$ cat config.mk
export PLATFORM = sky130hd
export DESIGN_NAME = all_pairs_distance_relax_unit
export DESIGN_NICKNAME = d
export VERILOG_FILES = /design/src/hdl/apdr_pkg.sv /design/src/hdl/all_pairs_distance_relax_unit.sv
export VERILOG_INCLUDE_DIRS = /design/src /design/src/hdl
export SDC_FILE = /design/constraint.sdc
export NUM_CORES = 2
export LEC_CHECK = 0
export ABC_AREA = 1
export BUFFER_PORTS_ARGS = -buffer_cell sky130_fd_sc_hd__buf_2
export CAP_MARGIN = 20
export CELL_PAD_IN_SITES_DETAIL_PLACEMENT = 0
export CELL_PAD_IN_SITES_GLOBAL_PLACEMENT = 2
export CORE_AREA = 2 2 622 624
export DETAILED_ROUTE_END_ITERATION = 10
export DIE_AREA = 0 0 624 626
export PLACE_DENSITY = 0.63
export SLEW_MARGIN = 20
export SYNTH_ARGS = -nofsm -noshare
export SYNTH_HDL_FRONTEND = slang
export SYNTH_SLANG_ARGS = --single-unit
$ cat constraint.sdc
create_clock -name clk -period 18.3 [get_ports clk]
set_clock_uncertainty 0.2 [all_clocks]
set_input_delay 3.66 -clock clk [delete_from_list [all_inputs] [get_ports clk]]
set_output_delay 3.66 -clock clk [all_outputs]
set_load 0.05 [all_outputs]
$ cat src/hdl/all_pairs_distance_relax_unit_macros.svh
// Assertion macros shared by the distance relaxation unit.
`ifndef ALL_PAIRS_DISTANCE_RELAX_UNIT_MACROS_SVH
`define ALL_PAIRS_DISTANCE_RELAX_UNIT_MACROS_SVH

// Check a consequence in the same cycle as its condition.
`define APDR_ASSERT_NOW(lbl, ante, cons, msg) \
  lbl: assert property (@(posedge clk) disable iff (!rst_n) (ante) |-> (cons)) \
    else $error(msg);

// Check a consequence in the cycle after its condition.
`define APDR_ASSERT_NEXT(lbl, ante, cons, msg) \
  lbl: assert property (@(posedge clk) disable iff (!rst_n) (ante) |=> (cons)) \
    else $error(msg);

`endif

$ cat src/hdl/apdr_pkg.sv
// Shared types and codes of the distance relaxation unit.
package apdr_pkg;

  // Operation codes of an input transaction
  localparam logic [1:0] OP_WRITE = 2'd0;
  localparam logic [1:0] OP_RELAX = 2'd1;
  localparam logic [1:0] OP_READ  = 2'd2;

  // Upper bound on full sweeps made by one relax transaction
  localparam logic [6:0] PASS_LIMIT = 7'd64;

  typedef struct packed {
    logic [1:0] operation;
    logic [3:0] row;
    logic [3:0] col;
    logic [7:0] value;
  } in_item_t;

  typedef struct packed {
    logic [7:0] read_value;
    logic [6:0] pass_count;
  } out_item_t;

endpackage

$ cat src/hdl/all_pairs_distance_relax_unit.sv
// Distance matrix with write, read and relax-to-fixpoint transactions.
//
//   channel  signals                     direction  transaction
//   in       in_valid in_stall in_data   input      in_valid && !in_stall
//   out      out_valid out_stall out_data output    out_valid && !out_stall
//   cfg      cfg_wr_en cfg_wr_data       input      cfg_wr_en (node_count)
//
// A write goes through S_FIN before it loads the output register, a read through S_RDW
// and S_FIN. A relax pass reads (x, y) for each ordered pair of distinct nodes, skips
// diagonal pairs, and for each z apart from x and y reads (y, z) and (x, z); when the
// sum is smaller it writes (x, z) and then its mirror (z, x). There are at most 64
// passes; the single read port of the matrix memory makes these steps run one by one.
// Reset clears the sequencer, the output valid and node_count (16); the matrix
// holds no reset value. in_stall is high from acceptance until the result is
// loaded; a stalled result holds the block before it returns to idle.
module all_pairs_distance_relax_unit
  import apdr_pkg::*;
#(
  parameter int MAX_NODES = 16
) (
  input  logic      clk,
  input  logic      rst_n,
  input  logic      in_valid,
  output logic      in_stall,
  input  in_item_t  in_data,
  output logic      out_valid,
  input  logic      out_stall,
  output out_item_t out_data,
  input  logic      cfg_wr_en,
  input  logic [4:0] cfg_wr_data
);

  `include "all_pairs_distance_relax_unit_macros.svh"

  localparam int DEPTH = MAX_NODES * MAX_NODES;
  localparam int AW    = $clog2(DEPTH);
  localparam int IW    = $clog2(MAX_NODES);
  localparam int NW    = $clog2(MAX_NODES + 1);

  typedef enum logic [8:0] {
    S_IDLE = 9'b000000001,
    S_RDW  = 9'b000000010,
    S_XY   = 9'b000000100,
    S_XYL  = 9'b000001000,
    S_Z    = 9'b000010000,
    S_YZ   = 9'b000100000,
    S_XZ   = 9'b001000000,
    S_MIR  = 9'b010000000,
    S_FIN  = 9'b100000000
  } state_t;

  // Flat address of entry (r, c)
  function automatic logic [AW-1:0] addr_of(input logic [7:0] r, input logic [7:0] c);
    return AW'(r * MAX_NODES + c);
  endfunction

  state_t          state_r, state_nxt;
  logic [IW-1:0]   x_r, x_nxt, y_r, y_nxt, z_r, z_nxt;
  logic [NW-1:0]   n_m1_r, n_m1_nxt;
  logic [6:0]      pass_r, pass_nxt;
  logic            changed_r, changed_nxt;
  logic [7:0]      dxy_r, dxy_nxt;
  logic [8:0]      sum_r, sum_nxt;
  logic [7:0]      res_read_r, res_read_nxt;
  logic [6:0]      res_pass_r, res_pass_nxt;
  in_item_t        item_r, item_nxt;
  logic            out_valid_r, out_valid_nxt;
  out_item_t       out_data_r, out_data_nxt;
  logic [4:0]      node_count_r;

  logic [7:0]      dist_mem [DEPTH];
  logic [7:0]      rdata_r;
  logic            rd_en, we;
  logic [AW-1:0]   raddr, waddr;
  logic [7:0]      wdata;

  logic [NW-1:0]   n_act;
  logic            in_rng, item_rng;
  logic            z_last, y_last, x_last;
  logic            adv_z, adv_y, z_wrap, y_step, y_wrap, x_wrap;
  logic [6:0]      pass_inc;

  // Active node count, clipped to the matrix size
  assign n_act = ({3'b000, node_count_r} > 8'(MAX_NODES)) ? NW'(MAX_NODES)
                                                          : NW'(node_count_r);

  assign in_rng   = (8'(in_data.row) < 8'(MAX_NODES)) && (8'(in_data.col) < 8'(MAX_NODES));
  assign item_rng = (8'(item_r.row) < 8'(MAX_NODES)) && (8'(item_r.col) < 8'(MAX_NODES));

  assign z_last   = (NW'(z_r) == n_m1_r);
  assign y_last   = (NW'(y_r) == n_m1_r);
  assign x_last   = (NW'(x_r) == n_m1_r);
  assign pass_inc = pass_r + 7'd1;

  assign in_stall  = (state_r != S_IDLE);
  assign out_valid = out_valid_r;
  assign out_data  = out_data_r;

  // Sequencer: one memory access per cycle, loop counters advance at the end
  always_comb begin
    state_nxt     = state_r;
    x_nxt         = x_r;
    y_nxt         = y_r;
    z_nxt         = z_r;
    n_m1_nxt      = n_m1_r;
    pass_nxt      = pass_r;
    changed_nxt   = changed_r;
    dxy_nxt       = dxy_r;
    sum_nxt       = sum_r;
    res_read_nxt  = res_read_r;
    res_pass_nxt  = res_pass_r;
    item_nxt      = item_r;
    out_valid_nxt = out_valid_r;
    out_data_nxt  = out_data_r;
    rd_en         = 1'b0;
    raddr         = '0;
    we            = 1'b0;
    waddr         = '0;
    wdata         = '0;
    adv_z         = 1'b0;
    adv_y         = 1'b0;

    // drop the result once the consumer takes it
    if (out_valid_r && !out_stall) begin
      out_valid_nxt = 1'b0;
    end

    case (state_r)
      S_IDLE: begin
        if (in_valid) begin
          item_nxt     = in_data;
          res_read_nxt = '0;
          res_pass_nxt = '0;
          case (in_data.operation)
            OP_WRITE: begin
              we        = in_rng;
              waddr     = addr_of(8'(in_data.row), 8'(in_data.col));
              wdata     = in_data.value;
              state_nxt = S_FIN;
            end
            OP_RELAX: begin
              n_m1_nxt    = n_act - NW'(1);
              x_nxt       = '0;
              y_nxt       = '0;
              z_nxt       = '0;
              pass_nxt    = '0;
              changed_nxt = 1'b0;
              if (n_act < NW'(2)) begin
                res_pass_nxt = 7'd1;
                state_nxt    = S_FIN;
              end else begin
                state_nxt = S_XY;
              end
            end
            OP_READ: begin
              rd_en     = 1'b1;
              raddr     = addr_of(8'(in_data.row), 8'(in_data.col));
              state_nxt = S_RDW;
            end
            default: begin
              state_nxt = S_FIN;
            end
          endcase
        end
      end
      S_RDW: begin
        res_read_nxt = item_rng ? rdata_r : '0;
        state_nxt    = S_FIN;
      end
      S_XY: begin
        if (x_r == y_r) begin
          adv_y = 1'b1;
        end else begin
          rd_en     = 1'b1;
          raddr     = addr_of(8'(x_r), 8'(y_r));
          state_nxt = S_XYL;
        end
      end
      S_XYL: begin
        dxy_nxt   = rdata_r;
        z_nxt     = '0;
        state_nxt = S_Z;
      end
      S_Z: begin
        if ((z_r == x_r) || (z_r == y_r)) begin
          adv_z = 1'b1;
        end else begin
          rd_en     = 1'b1;
          raddr     = addr_of(8'(y_r), 8'(z_r));
          state_nxt = S_YZ;
        end
      end
      S_YZ: begin
        sum_nxt   = {1'b0, dxy_r} + {1'b0, rdata_r};
        rd_en     = 1'b1;
        raddr     = addr_of(8'(x_r), 8'(z_r));
        state_nxt = S_XZ;
      end
      S_XZ: begin
        if (sum_r < {1'b0, rdata_r}) begin
          we          = 1'b1;
          waddr       = addr_of(8'(x_r), 8'(z_r));
          wdata       = sum_r[7:0];
          changed_nxt = 1'b1;
          state_nxt   = S_MIR;
        end else begin
          adv_z = 1'b1;
        end
      end
      S_MIR: begin
        we    = 1'b1;
        waddr = addr_of(8'(z_r), 8'(x_r));
        wdata = sum_r[7:0];
        adv_z = 1'b1;
      end
      S_FIN: begin
        if (!out_valid_r || !out_stall) begin
          out_valid_nxt           = 1'b1;
          out_data_nxt.read_value = res_read_r;
          out_data_nxt.pass_count = res_pass_r;
          state_nxt               = S_IDLE;
        end
      end
      default: begin
        state_nxt = S_IDLE;
      end
    endcase

    // advance the z, y, x loops and close a pass
    z_wrap = adv_z && z_last;
    y_step = adv_y || z_wrap;
    y_wrap = y_step && y_last;
    x_wrap = y_wrap && x_last;
    if (adv_z) begin
      z_nxt = z_last ? '0 : z_r + IW'(1);
      if (!z_last) begin
        state_nxt = S_Z;
      end
    end
    if (y_step) begin
      y_nxt = y_last ? '0 : y_r + IW'(1);
      if (!y_last) begin
        state_nxt = S_XY;
      end
    end
    if (y_wrap) begin
      x_nxt = x_last ? '0 : x_r + IW'(1);
      if (!x_last) begin
        state_nxt = S_XY;
      end
    end
    if (x_wrap) begin
      pass_nxt = pass_inc;
      if (changed_r && (pass_inc < PASS_LIMIT)) begin
        changed_nxt = 1'b0;
        state_nxt   = S_XY;
      end else begin
        res_pass_nxt = pass_inc;
        state_nxt    = S_FIN;
      end
    end
  end

  // Control registers
  always_ff @(posedge clk) begin
    if (!rst_n) begin
      state_r      <= S_IDLE;
      out_valid_r  <= 1'b0;
      node_count_r <= 5'd16;
    end else begin
      state_r     <= state_nxt;
      out_valid_r <= out_valid_nxt;
      if (cfg_wr_en) begin
        node_count_r <= cfg_wr_data;
      end
    end
  end

  // Datapath registers
  always_ff @(posedge clk) begin
    x_r        <= x_nxt;
    y_r        <= y_nxt;
    z_r        <= z_nxt;
    n_m1_r     <= n_m1_nxt;
    pass_r     <= pass_nxt;
    changed_r  <= changed_nxt;
    dxy_r      <= dxy_nxt;
    sum_r      <= sum_nxt;
    res_read_r <= res_read_nxt;
    res_pass_r <= res_pass_nxt;
    item_r     <= item_nxt;
    out_data_r <= out_data_nxt;
  end

  // Matrix memory: one write port, one registered read port
  always_ff @(posedge clk) begin
    if (we) begin
      dist_mem[waddr] <= wdata;
    end
  end

  always_ff @(posedge clk) begin
    if (rd_en) begin
      rdata_r <= dist_mem[raddr];
    end
  end

  // Checks
  `APDR_ASSERT_NEXT(a_busy_after_accept, in_valid && !in_stall, in_stall, "idle after accept")
  `APDR_ASSERT_NOW(a_mirror_follows_store, state_r == S_MIR, $past(state_r) == S_XZ,
                   "mirror store without a preceding shrink")
  `APDR_ASSERT_NOW(a_result_fields_exclusive, out_valid_r && (out_data_r.pass_count != 7'd0),
                   out_data_r.read_value == 8'd0, "relax result carries read data")
  `APDR_ASSERT_NOW(a_relax_counts_pass, (state_r == S_FIN) && (item_r.operation == OP_RELAX),
                   (res_pass_r != 7'd0) && (res_pass_r <= PASS_LIMIT), "bad pass count")

endmodule

* Word-level counts from Yosys, hierarchy flattened *
Memories as Yosys holds them, arrays and structs flattened. A register that Yosys moved wholly into a read port is not among the register bits.
Cells that the tools add are included.

storage, ports and cells
  register bits = 87
  RAM bits = 2048
  bits of input ports = 28
  word-level logic and storage cells = 158
  memories kept = 1

memory list
  name      words  bits a word  rd ports  clocked after memory_dff  write ports  RTL line                             source
  dist_mem  256    8            1         1                         1            all_pairs_distance_relax_unit.sv:71  logic [7:0] dist_mem [DEPTH];

cells by class
  add/sub/neg operators = 11
  magnitude comparators = 4
  eq/ne operators = 21
  muxes and demuxes = 77
  reduce and logical (&&, ||, !) cells = 29

operator list
  kind                                                             count
  9-bit 2-to-1 mux                                                 14
  8-bit 2-to-1 mux                                                 11
  9-bit case mux with 9 select lines                               1
  7-bit 2-to-1 mux                                                 8
  8-bit case mux with 3 select lines                               2
  8-bit by 4-bit adder with 8-bit output                           5
  4-bit 2-to-1 mux                                                 9
  8-bit case mux with 4 select lines                               1
  1-bit 2-to-1 mux                                                 23
  2-bit nonzero test                                               10
  9-bit case mux with 2 select lines                               1
  8-bit case mux with 2 select lines                               1
  4-bit by 5-bit == test with 1-bit output                         3
  3-bit AND reduction                                              5
  4-bit by 1-bit adder with 4-bit output, second input constant    3
  4-bit == test                                                    3
  8-bit by 8-bit adder with 9-bit output                           1
  9-bit by 1-bit == test with 1-bit output, second input constant  1
  9-bit by 2-bit == test with 1-bit output, second input constant  1
  9-bit by 3-bit == test with 1-bit output, second input constant  1
  9-bit by 4-bit == test with 1-bit output, second input constant  1
  9-bit by 5-bit == test with 1-bit output, second input constant  1
  9-bit by 6-bit == test with 1-bit output, second input constant  1
  9-bit by 7-bit == test with 1-bit output, second input constant  1
  other kinds (24)                                                 34

* Logic depth before layout (Yosys ltp) *
  word-level depth = 14
  mapped depth = 23
  mapped depth without buffers = 19

* Least setup slack after synthesis *
No wires, ideal clock.

  path type = input to register
  from = input port in_valid
  to = memory dist_mem[0][0] (data pin)
  library setup time = 0.865 ns
  arrival = 7.514 ns
  required time = 17.235 ns
  setup slack = 9.721 ns
  stages on the path = 6
  buffers on the path = 1
  cell sequence = inv_1 nor2_4 nand2_1 inv_1 buf_4 a22o_1

on the way
  cells in the longest elaborated chain, start to end = 2

ends and longest elaborated chain
  item                                RTL line                              source
  start, declared                     all_pairs_distance_relax_unit.sv:23   input logic in_valid,
  8-bit 2-to-1 mux                    all_pairs_distance_relax_unit.sv:130  if (in_valid) begin
  8-bit case mux with 3 select lines  all_pairs_distance_relax_unit.sv:128  case (state_r)
  named net wdata[0]                  all_pairs_distance_relax_unit.sv:75   logic [7:0] wdata;
  end, declared                       all_pairs_distance_relax_unit.sv:71

The timed path passes the listed nets, and every way through them passes these cells.

* Final worst setup path *
  from = input port in_data[16] (netlist name)
  to = register rdata_r[2], read port of dist_mem (data pin)

on the way
  cells in the longest elaborated chain, start to end = 4

ends and longest elaborated chain
  item                                                                                             RTL line                              source
  start, declared                                                                                  all_pairs_distance_relax_unit.sv:25   input in_item_t in_data,
  2-bit == test *                                                                                  all_pairs_distance_relax_unit.sv:134  case (in_data.operation)
  8-bit 2-to-1 mux / 1-bit 2-to-1 mux (equally long branches)                                      all_pairs_distance_relax_unit.sv:134
  8-bit 2-to-1 mux / 1-bit 2-to-1 mux (equally long branches)                                      all_pairs_distance_relax_unit.sv:130
  8-bit case mux with 4 select lines / 1-bit case mux with 4 select lines (equally long branches)  all_pairs_distance_relax_unit.sv:128
  end, declared                                                                                    all_pairs_distance_relax_unit.sv:72   logic [7:0] rdata_r;

Every way passes the cells marked *; elsewhere a longest branch is shown, timed or not.
A chain may end at the register's enable or synchronous reset.

==> impl_metrics.env <==
export IMPL_num_vias=63600
export IMPL_drc_errors=0
export IMPL_peakVddDrop_v=0.0000803
export IMPL_routabilityCongestion=0.787
export IMPL_clk_pin_slew_ns=0.06
export IMPL_critPathTopFamily="buffers and inverters"
export IMPL_min_period_over_period=0.490
export IMPL_fin_tns_setup_ns=0
export IMPL_hold_viol=0
export IMPL_numCtsBuffers=242
export IMPL_clk_latency_ns=0.89
export IMPL_slew_headroom=0.226
export IMPL_core_rowCount=228
export IMPL_layout_area_seq_um2=64100
export IMPL_synth_edf_count=2120
export IMPL_path_buf_inv=7
export IMPL_io_buffers=44
export IMPL_postLayoutCellArea_um2=108000
export IMPL_syn_avg_cell_area_um2=10.6
export IMPL_worstMarginPinSlew_ns=1.16
export IMPL_synth_ff_type="edfxtp_1"
export IMPL_grt_ovfl_total=0
export IMPL_core_area_um2=384000
export IMPL_synthToLayoutAreaGrowth_pct=13.0
export IMPL_die_w_um=624
export IMPL_cp_start_kind="primary input"
export IMPL_status="completed"
export IMPL_fillers=39700
export IMPL_die_h_um=626
export IMPL_wirelength_mm=315
export IMPL_cts_num_sinks=2143
export IMPL_ys_seq_area_frac=0.669
export IMPL_drt_wirelength_per_cell_um=22.2
export IMPL_synth_cell_types=45
export IMPL_cts_resized=0
export IMPL_antenna_left=0
export IMPL_dp_hpwl_mm=175
export IMPL_multi_input_area_um2=22300
export IMPL_dieArea_um2=391000
export IMPL_post_route_util=0.282
export IMPL_critical_path_slowest_cell="buf_4"
export IMPL_rsz0062_at_grt="false"
export IMPL_synthArstFlopShare=0
export IMPL_p_leak_nw=43.1
export IMPL_drv_cap=0
export IMPL_hold_class="register to register"
export IMPL_antenna_found_initial=13
export IMPL_clockBufferDepth=4
export IMPL_drtIter0Drc=5214
export IMPL_placed_cells=13700
export IMPL_initial_utilization=0.249
export IMPL_cts_max_level=4
export IMPL_crit_type="primary input to register"
export IMPL_fmax_ghz=0.112
export IMPL_grt_max_degree=197
export IMPL_grt_use_total=0.158
export IMPL_netlist_area_um2=95800
export IMPL_grt_pass1_wl_mm=457
export IMPL_worstPathCellList="buf_2 -> inv_1 -> ha_1 -> nand4_1 -> o21ai_0 -> inv_1 -> nand2_8 -> inv_8 -> buf_12 -> buf_4 -> buf_4 -> nand3_1 -> nand3_1 -> nand3_1 -> nand3_1 -> nand3_1 -> nand3_1 -> nand3_1 -> nand2_1"
export IMPL_ctsHoldBuffers=0
export IMPL_endpoint_kind="register"
export IMPL_viasPerCell=4.49
export IMPL_first_pass_iters=6
export IMPL_setup_viol=0
export IMPL_cts_root_buf="clkbuf_16"
export IMPL_period_needed_ns=8.96
export IMPL_worst_path_max_fanout=114
export IMPL_drv_slew=0
export IMPL_ys_ff_latch=2143
export IMPL_synthCells=9049
export IMPL_cpMostUsedCell="nand3_1"
export IMPL_cp_required_ns=18.84
export IMPL_cts_setup_buffers=0
export IMPL_drive_above_1_share=0.0599
export IMPL_fin_total_pwr_w=0.0107
export IMPL_crit_arrival_ns=9.50
export IMPL_grt_pass1_vias=62400
export IMPL_power_density_nw_per_um2=98.9
export IMPL_syn_num_nets=9101
export IMPL_slowest_delay_ns=0.80
export IMPL_tritoncts="yes"
export IMPL_stdcell_count=14200
export IMPL_place_area_um2=100000
export IMPL_ys_warn_count=0
export IMPL_io_pin_count=45
export IMPL_nNetsFinal=8962
==> layout by cell type (no fill, tap or decap), types with 28 or more instances in the layout <==
cell,n
edfxtp_1,2120
nand3_1,2014
inv_1,1736
nand2_1,1708
nor2_1,325
nand3b_1,288
clkbuf_16,244
o211ai_1,115
buf_4,88
clkinv_1,63
clkinv_2,57
buf_2,44
clkbuf_1,43
bufinv_16,28
==> flip-flops by register name, summed over array words and instances (netlist names) <==
signal	cells
changed_r	1
node_count_r	5
dxy_r	8
dist_mem	2048
rdata_r	8
state_r	9
n_m1_r	5
x_r	4
z_r	4
res_read_r	8
res_pass_r	7
y_r	4
pass_r	7
out_valid	1
out_data	15
sum_r	9
==> final timing paths <==
check / slack, ns / cells after the start / end / start
max: 9.34 / 19 / rdata_r[2] / in_data[16]
min: 0.22 / 0 / out_data[12] / res_read_r[5]
max reg2reg: 11.08 / 21 / rdata_r[2] / z_r[2]
min reg2reg: 0.22 / 0 / out_data[12] / res_read_r[5]
==> per-stage QoR <==
stage | setup slack (ns) | hold slack, ns
after global routing | 9.13 | 0.238
after global placement | 8.40 | 0.208
after floorplan | 9.72 | 0.200
final | 9.34 | 0.221
after CTS | 9.37 | 0.224
after detailed placement | 8.41 | 0.211
==> Yosys cell counts (all sizes together), types with 10 or more instances <==
master / count / area, um^2
nor2: 332 / 1270
nand3b: 288 / 2160
dfxtp: 23 / 460
clkbuf: 73 / 275
xor2: 10 / 87.6
o211ai: 115 / 863
a21oi: 30 / 150
nand2: 1729 / 6500
edfxtp: 2120 / 63700
o21ai: 22 / 114
inv: 1746 / 6550
o22ai: 14 / 100
buf: 454 / 2790
ha: 23 / 288
nand3: 2015 / 10100
==> layout make-up <==
type	count	area share
tap	5060	0.0585
inverter	1746	0.0608
timing repair buffer	144	0.0104
clock inverter	164	0.0143
clock buffer	287	0.0579
antenna	3	0.0000694
multi-input combinational	4633	0.206
sequential	2143	0.592
==> power breakdown <==
group	total [W]	internal (W)	switching (W)
Combinational	0.000441	0.0000924	0.000349
Clock	0.00488	0.00282	0.00206
Sequential	0.00538	0.00537	0.00000819
Total	0.0107	0.00829	0.00242
==> cell families (layout without fill, tap and decap cells) <==
kind of cell,count (synthesis),after routing,synth area share
flops,2143,2143,0.669
buf+inv,2273,2341,0.100
simple gates,4388,4388,0.211
fa+ha+maj,24,24,0.00321
other cells,0,3,0
compound gates,202,202,0.0146
xor+xnor,19,19,0.00174
==> routing by layer <==
metal  vias up  track usage  part of all wire
met4         0       0.0364             0.023
li1      29800            -                 -
met3       386       0.0202             0.048
met5         -            0                 0
met1     31900        0.218              0.46
met2      1544        0.262              0.47
(Power assumes the default switching activity.)
